==> config.mk <==
export PLATFORM = sky130hd
export DESIGN_NAME = htd_ram
export DESIGN_NICKNAME = d
export VERILOG_FILES = /design/src/hdl/htd_ram.sv
export SDC_FILE = /design/constraint.sdc
export NUM_CORES = 1
export LEC_CHECK = 0
export ABC_AREA = 0
export BUFFER_PORTS_ARGS = -buffer_cell sky130_fd_sc_hd__buf_2
export CAP_MARGIN = 20
export CORE_ASPECT_RATIO = 0.7
export CORE_MARGIN = 3
export CORE_UTILIZATION = 60
export DETAILED_ROUTE_END_ITERATION = 8
export PLACE_DENSITY = 0.88
export SLEW_MARGIN = 0
export SYNTH_ARGS = -nofsm -noshare
export SYNTH_HDL_FRONTEND = slang
export SYNTH_SLANG_ARGS = --single-unit
export TNS_END_PERCENT = 10
==> constraint.sdc <==
create_clock -name clk -period 2.7 [get_ports clk]
set_input_delay 0.81 -clock clk [delete_from_list [all_inputs] [get_ports clk]]
set_output_delay 0.81 -clock clk [all_outputs]
set_load 0.02 [all_outputs]
==> src/hdl/htd_ram.sv <==
// Generic simple dual-port RAM with one write port and a registered read port.
module htd_ram #(
	parameter int WIDTH = 8,
	parameter int DEPTH = 16
) (
	input  logic                     clk,
	input  logic                     we,
	input  logic [$clog2(DEPTH)-1:0] waddr,
	input  logic [WIDTH-1:0]         wdata,
	input  logic                     re,
	input  logic [$clog2(DEPTH)-1:0] raddr,
	output logic [WIDTH-1:0]         rdata
);

	logic [WIDTH-1:0] mem [DEPTH];

	// Write port.
	always_ff @(posedge clk) begin
		if (we) begin
			mem[waddr] <= wdata;
		end
	end

	// Read port; the data holds while no read is enabled.
	always_ff @(posedge clk) begin
		if (re) begin
			rdata <= mem[raddr];
		end
	end

endmodule

==> results.ini, run 1 <==
[cts]
tritoncts = yes
clkLatencyLatePin_ps = 410
ctsResizeCount = 0
tritoncts.num_buffers = 17
cts_root_buffer = clkbuf_16
cts.sinks = 136
post_cts.repair.setup_buffers = 0
clk_pin_slew_worst_paths_ps = 60
clock_tree.buffer_depth = 2
total_number_of_h_tree_levels = 4
cts.hold.buffers_added = 0

[placed_design]
placement.io_buffers = 26
globalplace.congestion = 0.741
place_ws_ps = 288
detailed_place_hpwl_mm = 6.09

[floorplanning]
pin_count = 27
floorplan.die.width_um = 118
core_area_sq_um = 8180
design.die.area_sq_um = 9890
dieHeight_um = 84.1
start_util = 0.639
rows = 27

[routing]
detail_route.iter0.violations = 217
firstDrtPassIters = 5
drt_wl_total_mm = 9.85
post_drt_wl_per_cell_um = 23.9
vias_per_cell = 6.15
dr_total_vias = 2532
drc = 0
route.antenna.remaining_nets = 0

[worst_hold_path]
hold_class = flop to flop

[power_and_ir_drop]
ir_drop_uv = 578
power_per_cell_area_nw_per_um2 = 795
p_leak_nw = 2.11

[synthesis]
synthesized_instance_count = 229
netlist_top_cells_area = edfxtp_1, mux4_2, mux4_1, a22oi_1, nor2_1
ys_warn_count = 0
synth_cell_types = 18
post-synth-top-area-fraction = 0.781
synth_area_sq_um = 5230
synth_sequential_area_ratio = 0.781
postSynthRegisterBits = 136
postSynthNetCount = 248
netlist.top_cell.by_area = edfxtp_1
synth.avg_cell_area_sq_um = 22.8

[sta]
worst-slew-pin-transition_ps = 668
grt_setup_unrepaired = false
worst_slack_setup_final_ps = 727
final_max_slew_viol_count = 0
worst_clock_skew_ps = 5.48
timing.final.crit_period_ps = 1970
maxClockFrequency_ghz = 0.507
hold_viol = 0
setup_viol = 0
slew-limit-headroom = 0.554
layout_worst_path_cycle_share = 0.731
fin_tns_setup_ps = 0

[setup_path]
worst-path-max-fanout = 32
cp_data_required_time_ps = 2850
worstSetupStartpointType = primary input
worst-setup-path-type = primary input to flop
worst-endpoint-arrival_ps = 2120
timing.critical_path.to_type = flop

[global_route]
number_of_global_route_vias_before_repair = 2604
grt_util_all_layers = 0.218
grt_first_pass_wirelength_mm = 15.2
grt_start_max_net_pins = 33
antenna_violations_before_repair = 0
globalRoute.totalOverflow = 0

[final_layout]
area_overhead_vs_synth_pct = 18.1
drive_above_1_share = 0.301
design.final.nets = 302
filler_cell_count = 455
diodes = 0

[run_status]
outcome = complete, no violations

[flow_run]
timing.max_cap.violations = 0

stage by stage:
stage / utilization / cell area (sq um) / hold WS, ps / total power, mW / std cells
floorplan: - / 5230 / 705 / 2.57 / 229
global placement: 0.683 / 5580 / 729 / 2.65 / 380
detailed placement: 0.683 / 5580 / 731 / 2.66 / 380
CTS: 0.755 / 6180 / 739 / 4.94 / 412
global route: 0.755 / 6180 / 766 / 5.05 / 412
finish: 0.755 / 6180 / 739 / 4.91 / 412
per-layer routing:
layer	global-route usage	vias to the layer above	routed length (um)
li1	-	1091	-
met1	0.302	1310	4270
met2	0.323	115	4770
met3	0.0820	16	700
met4	0.0787	0	121
met5	0	-	0
registers in the layout (all words and copies together), names as in the netlist:
register  count
mem         128
rdata         8
placed cells by master (no fill, tap or decap), drive strengths merged:
cell	netlist	final
clkbuf	0	19
nor2	13	13
nand3b	2	2
and2b	1	1
bufinv	0	4
clkinv	0	9
edfxtp	136	136
a22oi	16	16
buf	7	45
nor2b	1	1
and2	1	1
nand2b	2	2
nand3	1	1
mux4	32	32
or3b	1	1
nor3	4	4
nand2	9	9
critical path: stages:
cell	delay [ps]
buf_2	100
buf_12	240
mux4_1	600
a22oi_1	270
nand2_1	90
worst paths after layout:
path	startpoint	slack [ps]	endpoint	cells after the start
min	mem[4][3]$_DFFE_PP_	740	rdata[3]$_DFFE_PP_	3
max	raddr[0]	730	rdata[2]$_DFFE_PP_	5
max reg2reg	mem[9][2]$_DFFE_PP_	1190	rdata[2]$_DFFE_PP_	3
min reg2reg	mem[4][3]$_DFFE_PP_	740	rdata[3]$_DFFE_PP_	3
Yosys cell counts (all sizes together):
master	n
nor2	13
or3b	1
edfxtp	136
mux4	32
nand3b	2
nand2	9
nor3	4
nor2b	1
nand2b	2
and2b	1
buf	7
a22oi	16
clkdlybuf4s25	3
nand3	1
and2	1
report_power, final:
group          internal, mW  total [mW]  switching [mW]
clock network          1.52        2.29           0.773
logic                0.0925       0.226           0.133
registers              2.38        2.39          0.0138
total                  3.99        4.91           0.920
cells by family after synthesis:
group	share of synthesized area
DFF	0.781
and+or+nand+nor	0.0314
muxes	0.148
AOI/OAI and AO/OA	0.0230
buffers and inverters	0.0165
area by class of cell:
class / instances / area (sq um) / share of cell area
Multi-Input combinational cell: 83 / 1060 / 0.171
Tap cell: 116 / 145 / 0.0235
Timing Repair Buffer: 45 / 298 / 0.0482
Sequential cell: 136 / 4080 / 0.661
Clock buffer: 19 / 433 / 0.0701
Clock inverter: 13 / 159 / 0.0257
(Power assumes the default switching activity.)
==> run 2: changes to the inputs <==
--- a/config.mk
+++ b/config.mk
@@ -10,9 +10,9 @@
 export CAP_MARGIN = 20
 export CORE_ASPECT_RATIO = 0.7
 export CORE_MARGIN = 3
-export CORE_UTILIZATION = 60
+export CORE_UTILIZATION = 54
 export DETAILED_ROUTE_END_ITERATION = 8
-export PLACE_DENSITY = 0.88
+export PLACE_DENSITY = 0.84
 export SLEW_MARGIN = 0
 export SYNTH_ARGS = -nofsm -noshare
 export SYNTH_HDL_FRONTEND = slang
==> constraint.sdc (replaced) <==
create_clock -name clk -period 1.7 [get_ports clk]
set_input_delay 0.51 -clock clk [delete_from_list [all_inputs] [get_ports clk]]
set_output_delay 0.51 -clock clk [all_outputs]
set_load 0.02 [all_outputs]
==> results.ini, run 2 (synthesis results as in run 1) <==
[routing]
vias_per_cell = 5.80  ; -5.6%
drc = 0  ; unchanged
drt_wl_total_mm = 10.1  ; +2.7%
detail_route.iter0.violations = 303  ; +40%
post_drt_wl_per_cell_um = 23.6  ; -1.2%
route.antenna.remaining_nets = 0  ; unchanged
firstDrtPassIters = 4  ; -1
dr_total_vias = 2484  ; -1.9%

[final_layout]
layout.cells.non_filler = 428  ; +3.9%
largest-register = mem
reg.largest.list = mem: 128 flops, rdata: 8 flops
area_overhead_vs_synth_pct = 18.4
seqCellArea_sq_um = 4080  ; unchanged
commonest_cells_after_routing_fill_and_taps_aside = edfxtp_1, buf_2, mux4_2
diodes = 0  ; unchanged
mostFrequentLayoutCell = edfxtp_1
filler_cell_count = 601  ; +32%
drive_above_1_share = 0.355  ; +0.0546
area_taken_by_multi_input_logic_gates_sq_um = 1040  ; -1.5%
largest_register_ff_count = 128  ; unchanged
design.final.nets = 311  ; +3.0%

[placed_design]
globalplace.congestion = 0.801  ; +8.1%
detailed_place_hpwl_mm = 6.63  ; +8.9%
dpl.cell_count = 397  ; +4.5%
placement.io_buffers = 26  ; unchanged
place_ws_ps = -434  ; -721 ps

[setup_path]
worst-setup-path-type = primary input to flop
slowest_delay_ps = 540  ; -60 ps
crit_path_top_delay_cell = mux4_2
cp_data_required_time_ps = 1850  ; -1000 ps
worst-path-max-fanout = 17  ; -47%
worstSetupStartpointType = primary input
worstPathCellList = buf_2 -> buf_12 -> mux4_2 -> a22oi_2 -> nand2_1
worst-endpoint-arrival_ps = 1760  ; -360 ps
kind_of_cell_adding_the_most_delay_to_the_critical_path = multiplexers
timing.critical_path.to_type = flop
path_buf_inv = 2  ; unchanged

[cts]
cts_root_buffer = clkbuf_16
clkLatencyLatePin_ps = 410  ; about the same
post_cts.repair.setup_buffers = 0  ; unchanged
cts.sinks = 136  ; unchanged
tritoncts.num_buffers = 17  ; unchanged
tritoncts = yes
clk_pin_slew_worst_paths_ps = 60  ; about the same
cts.hold.buffers_added = 0  ; unchanged
total_number_of_h_tree_levels = 4  ; unchanged
clock_tree.buffer_depth = 2  ; unchanged

[power_and_ir_drop]
p_leak_nw = 2.10  ; -0.62%
power_per_cell_area_nw_per_um2 = 1200  ; +51%
finalPower_mw = 7.42  ; +51%
ir_drop_uv = 803  ; +39%

[sta]
maxClockFrequency_ghz = 0.621
worst_slack_setup_final_ps = 90.4  ; -637 ps
layout_worst_path_cycle_share = 0.947
slew-limit-headroom = 0.483  ; -0.0709
timing.final.crit_period_ps = 1610
hold_viol = 0  ; unchanged
grt_setup_unrepaired = false
setup_viol = 0  ; unchanged
worst_clock_skew_ps = 9.42  ; +3.94 ps
fin_tns_setup_ps = 0  ; unchanged
worst-slew-pin-transition_ps = 773  ; +105 ps
final_max_slew_viol_count = 0  ; unchanged

[run_status]
outcome = complete, no violations

[floorplanning]
floorplan.die.width_um = 124  ; +5.1%
design.die.area_sq_um = 10900  ; +10%
core_area_sq_um = 9250  ; +13%
rows = 29  ; +7.4%
dieHeight_um = 88.3  ; +5.0%
pin_count = 27  ; unchanged
start_util = 0.565  ; -0.0744

[global_route]
antenna_violations_before_repair = 1  ; +1
number_of_global_route_vias_before_repair = 2580  ; -0.92%
grt_first_pass_wirelength_mm = 15.5  ; +2.0%
grt_util_all_layers = 0.212  ; -0.00637
grt_start_max_net_pins = 18  ; -45%
globalRoute.totalOverflow = 0  ; unchanged

[flow_run]
timing.max_cap.violations = 0  ; unchanged

[worst_hold_path]
hold_class = primary input to flop

run 2: per-layer routing:
metal	global-route usage	wire length, um	share of wire	vias up
met2	0.305	4600	0.46	110
met5	0	13	0.0013	-
li1	-	-	-	1104
met3	0.0786	950	0.094	15
met1	0.306	4440	0.44	1253
met4	0.0663	110	0.011	2
run 2: layout make-up:
class	instances	area share
Sequential cell	136	0.660
Timing Repair Buffer	54	0.0631
Clock buffer	19	0.0699
Tap cell	124	0.0251
Clock inverter	12	0.0139
Multi-Input combinational cell	83	0.168
run 2: power breakdown:
part	total, mW	internal, mW	switching, mW	leakage [nW]
sequential	3.80	3.78	0.0234	1.24
combinational	0.387	0.170	0.217	0.608
clock	3.23	1.96	1.27	0.254
run 2: timing repair:
action	CTS	global route
resized for setup	0	1
endpoints found under the setup margin	0	1
hold endpoints to repair	0	0
run 2: final timing paths:
kind	slack [ps]	depth (start not counted)	from	end
hold reg to reg	760	3	mem[12][2]$_DFFE_PP_	rdata[2]$_DFFE_PP_
setup / recovery	90	5	raddr[0]	rdata[3]$_DFFE_PP_
hold / removal	470	1	re	rdata[7]$_DFFE_PP_
setup reg to reg	260	3	mem[3][3]$_DFFE_PP_	rdata[3]$_DFFE_PP_
run 2: through the flow:
stage	utilization	area, sq um	hold slack, ps
floorplan	-	5220	609
global placement	0.612	5670	730
detailed placement	0.612	5670	739
CTS	0.668	6180	458
global route	0.669	6190	463
finish	0.669	6190	474
==> run 3: changes to the inputs <==
--- a/config.mk
+++ b/config.mk
@@ -8,9 +8,11 @@
 export ABC_AREA = 0
 export BUFFER_PORTS_ARGS = -buffer_cell sky130_fd_sc_hd__buf_2
 export CAP_MARGIN = 20
+export CELL_PAD_IN_SITES_DETAIL_PLACEMENT = 2
+export CELL_PAD_IN_SITES_GLOBAL_PLACEMENT = 2
 export CORE_ASPECT_RATIO = 0.7
 export CORE_MARGIN = 3
-export CORE_UTILIZATION = 54
+export CORE_UTILIZATION = 43
 export DETAILED_ROUTE_END_ITERATION = 8
 export PLACE_DENSITY = 0.84
 export SLEW_MARGIN = 0
==> results.ini, run 3 (synthesis results as in run 1) <==
[power_and_ir_drop]
portion_of_total_power_attributed_to_sequential_cells = 0.482  ; -0.031
power.switching_mw = 1.79  ; +19%
power_per_cell_area_nw_per_um2 = 1260  ; +4.9%
pwr-share-comb = 0.053  ; about the same
power.internal_mw = 6.11  ; +3.3%
switching_share = 0.227  ; +0.0239
pwr-share-clk = 0.465  ; +0.030
ir_drop_uv = 907  ; +13%
p_leak_nw = 2.11  ; +0.53%
finalPower_mw = 7.90  ; +6.5%

[setup_path]
worstPathCellList = buf_2 -> buf_12 -> mux4_1 -> a22oi_1 -> nand2_1
rrSetupSlack_ps = 170  ; -90 ps
slowest_delay_ps = 580  ; +40 ps
worstSetupStartpointType = primary input
worst_r2r_path_depth = 3  ; unchanged
crit-reg2reg-capture = rdata[3]$_DFFE_PP_
timing.rr.start = mem[13][3]$_DFFE_PP_
path_buf_inv = 2  ; unchanged
worst-setup-path-type = primary input to flop
cp_data_required_time_ps = 1860  ; about the same
worst-path-max-fanout = 18  ; +1
kind_of_cell_adding_the_most_delay_to_the_critical_path = multiplexers
timing.critical_path.to_type = flop
worst-endpoint-arrival_ps = 1810  ; +50 ps
crit_path_top_delay_cell = mux4_1

[sta]
slew-limit-headroom = 0.390  ; -0.0934
timing.final.crit_period_ps = 1660  ; +45.7 ps
grt_setup_unrepaired = false
layout_worst_path_cycle_share = 0.974  ; +0.0269
setup_viol = 0  ; unchanged
fin_tns_setup_ps = 0  ; unchanged
final_max_slew_viol_count = 0  ; unchanged
worst_clock_skew_ps = 6.83  ; -2.59 ps
worst-slew-pin-transition_ps = 912  ; +140 ps
final.hold.worst_slack_ps = 487  ; +13.4 ps
worst_slack_setup_final_ps = 44.7  ; -45.7 ps
hold_viol = 0  ; unchanged
maxClockFrequency_ghz = 0.604  ; -2.8%

[cts]
clock_tree.buffer_depth = 2  ; unchanged
cts.sinks = 136  ; unchanged
clk_pin_slew_worst_paths_ps = 60  ; about the same
tritoncts = yes
cts_root_buffer = clkbuf_16
clkLatencyLatePin_ps = 420  ; about the same
cts.hold.buffers_added = 0  ; unchanged
tritoncts.num_buffers = 17  ; unchanged
total_number_of_h_tree_levels = 4  ; unchanged

[final_layout]
layout.cells.non_filler = 459  ; +7.2%
final_instance_area_sq_um = 6280  ; +1.5%
layout.core_utilization = 0.532  ; -0.137
drive_above_1_share = 0.377  ; +0.0222
seqCellArea_sq_um = 4080  ; unchanged
commonest_cells_after_routing_fill_and_taps_aside = edfxtp_1, buf_2, mux4_2
area_taken_by_multi_input_logic_gates_sq_um = 1060  ; +1.4%
filler_cell_count = 1028  ; +71%
largest-register = mem
diodes = 0  ; unchanged
mostFrequentLayoutCell = edfxtp_1
largest_register_ff_count = 128  ; unchanged
area_overhead_vs_synth_pct = 20.2
reg.largest.list = mem: 128 flops, rdata: 8 flops
design.final.nets = 308  ; -0.96%

[global_route]
globalRoute.totalOverflow = 0  ; unchanged
grt_start_max_net_pins = 21  ; +3
antenna_violations_before_repair = 0  ; -1
grt_util_all_layers = 0.225  ; +0.0137
grt_first_pass_wirelength_mm = 21.0  ; +36%
number_of_global_route_vias_before_repair = 2991  ; +16%

[floorplanning]
dieHeight_um = 98.3  ; +11%
pin_count = 27  ; unchanged
design.die.area_sq_um = 13500  ; +24%
rows = 33  ; +14%
start_util = 0.443  ; -0.122
core_area_sq_um = 11800  ; +28%
floorplan.die.width_um = 138  ; +11%

[placed_design]
dpl.cell_count = 427  ; +7.6%
postPlaceCellArea_sq_um = 5680  ; +0.33%
globalplace.congestion = 0.706  ; -12%
detailed_place_hpwl_mm = 8.33  ; +26%
placement.io_buffers = 26  ; unchanged
place_ws_ps = -395  ; +38.7 ps

[routing]
firstDrtPassIters = 4  ; unchanged
drc = 0  ; unchanged
route.antenna.remaining_nets = 0  ; unchanged
post_drt_wl_per_cell_um = 30.6  ; +29%
dr_total_vias = 2624  ; +5.6%
drt_wl_total_mm = 14.0  ; +39%
vias_per_cell = 5.72  ; -1.5%
detail_route.iter0.violations = 273  ; -9.9%

[worst_hold_path]
timing.hold.worst_path_depth = 1  ; unchanged
holdCritStartpoint = wdata[2]
whs_endpoint = mem[2][2]$_DFFE_PP_
hold_class = primary input to flop

[flow_run]
timing.max_cap.violations = 0  ; unchanged

[run_status]
outcome = complete, no violations

==> run 3: worst register-to-register path, cell delays in order (launching register included) <==
cell      delay [ps]
edfxtp_1         420
mux4_2           500
a22oi_1          250
nand2_1          100
==> run 3: power by group through the flow <==
stage | clock, mW | combinational [mW] | sequential [mW]
2_1_floorplan | 0 | 0.198 | 3.88
3_3_place_gp | 0 | 0.377 | 3.86
3_5_place_dp | 0 | 0.411 | 3.87
4_1_cts | 3.75 | 0.423 | 3.81
5_1_grt | 3.89 | 0.452 | 3.81
6_report | 3.68 | 0.419 | 3.81
==> run 3: layout make-up <==
cell class / instances / share of cell area
clock buffer: 17 / 0.0677
clock inverter: 15 / 0.0247
multi-input combinational: 83 / 0.168
sequential: 136 / 0.650
tap: 157 / 0.0313
timing repair buffer: 51 / 0.0585
==> run 3: how the worst max path moves through the flow <==
stage	from	end	slack [ps]	cells after the start
2_1_floorplan	waddr[2]	mem[3][0]$_DFFE_PP_	-80	2
3_3_place_gp	raddr[0]	rdata[4]$_DFFE_PP_	-330	5
3_5_place_dp	raddr[0]	rdata[0]$_DFFE_PP_	-390	5
5_1_grt	raddr[0]	rdata[3]$_DFFE_PP_	10	6
6_report	raddr[0]	rdata[4]$_DFFE_PP_	40	5
4_1_cts	raddr[0]	rdata[6]$_DFFE_PP_	40	5
==> run 3: layer usage <==
metal	track usage	routed length [um]	vias to the layer above
met5	0	0	-
met4	0.0752	237	0
met3	0.0469	843	22
met2	0.350	6870	93
met1	0.321	6090	1413
li1	-	-	1096
==> run 3: repair_timing <==
item	4_1_cts	5_1_grt
setup endpoints to repair	1	2
setup buffers	0	0
resized for setup	1	3
gates cloned	0	0
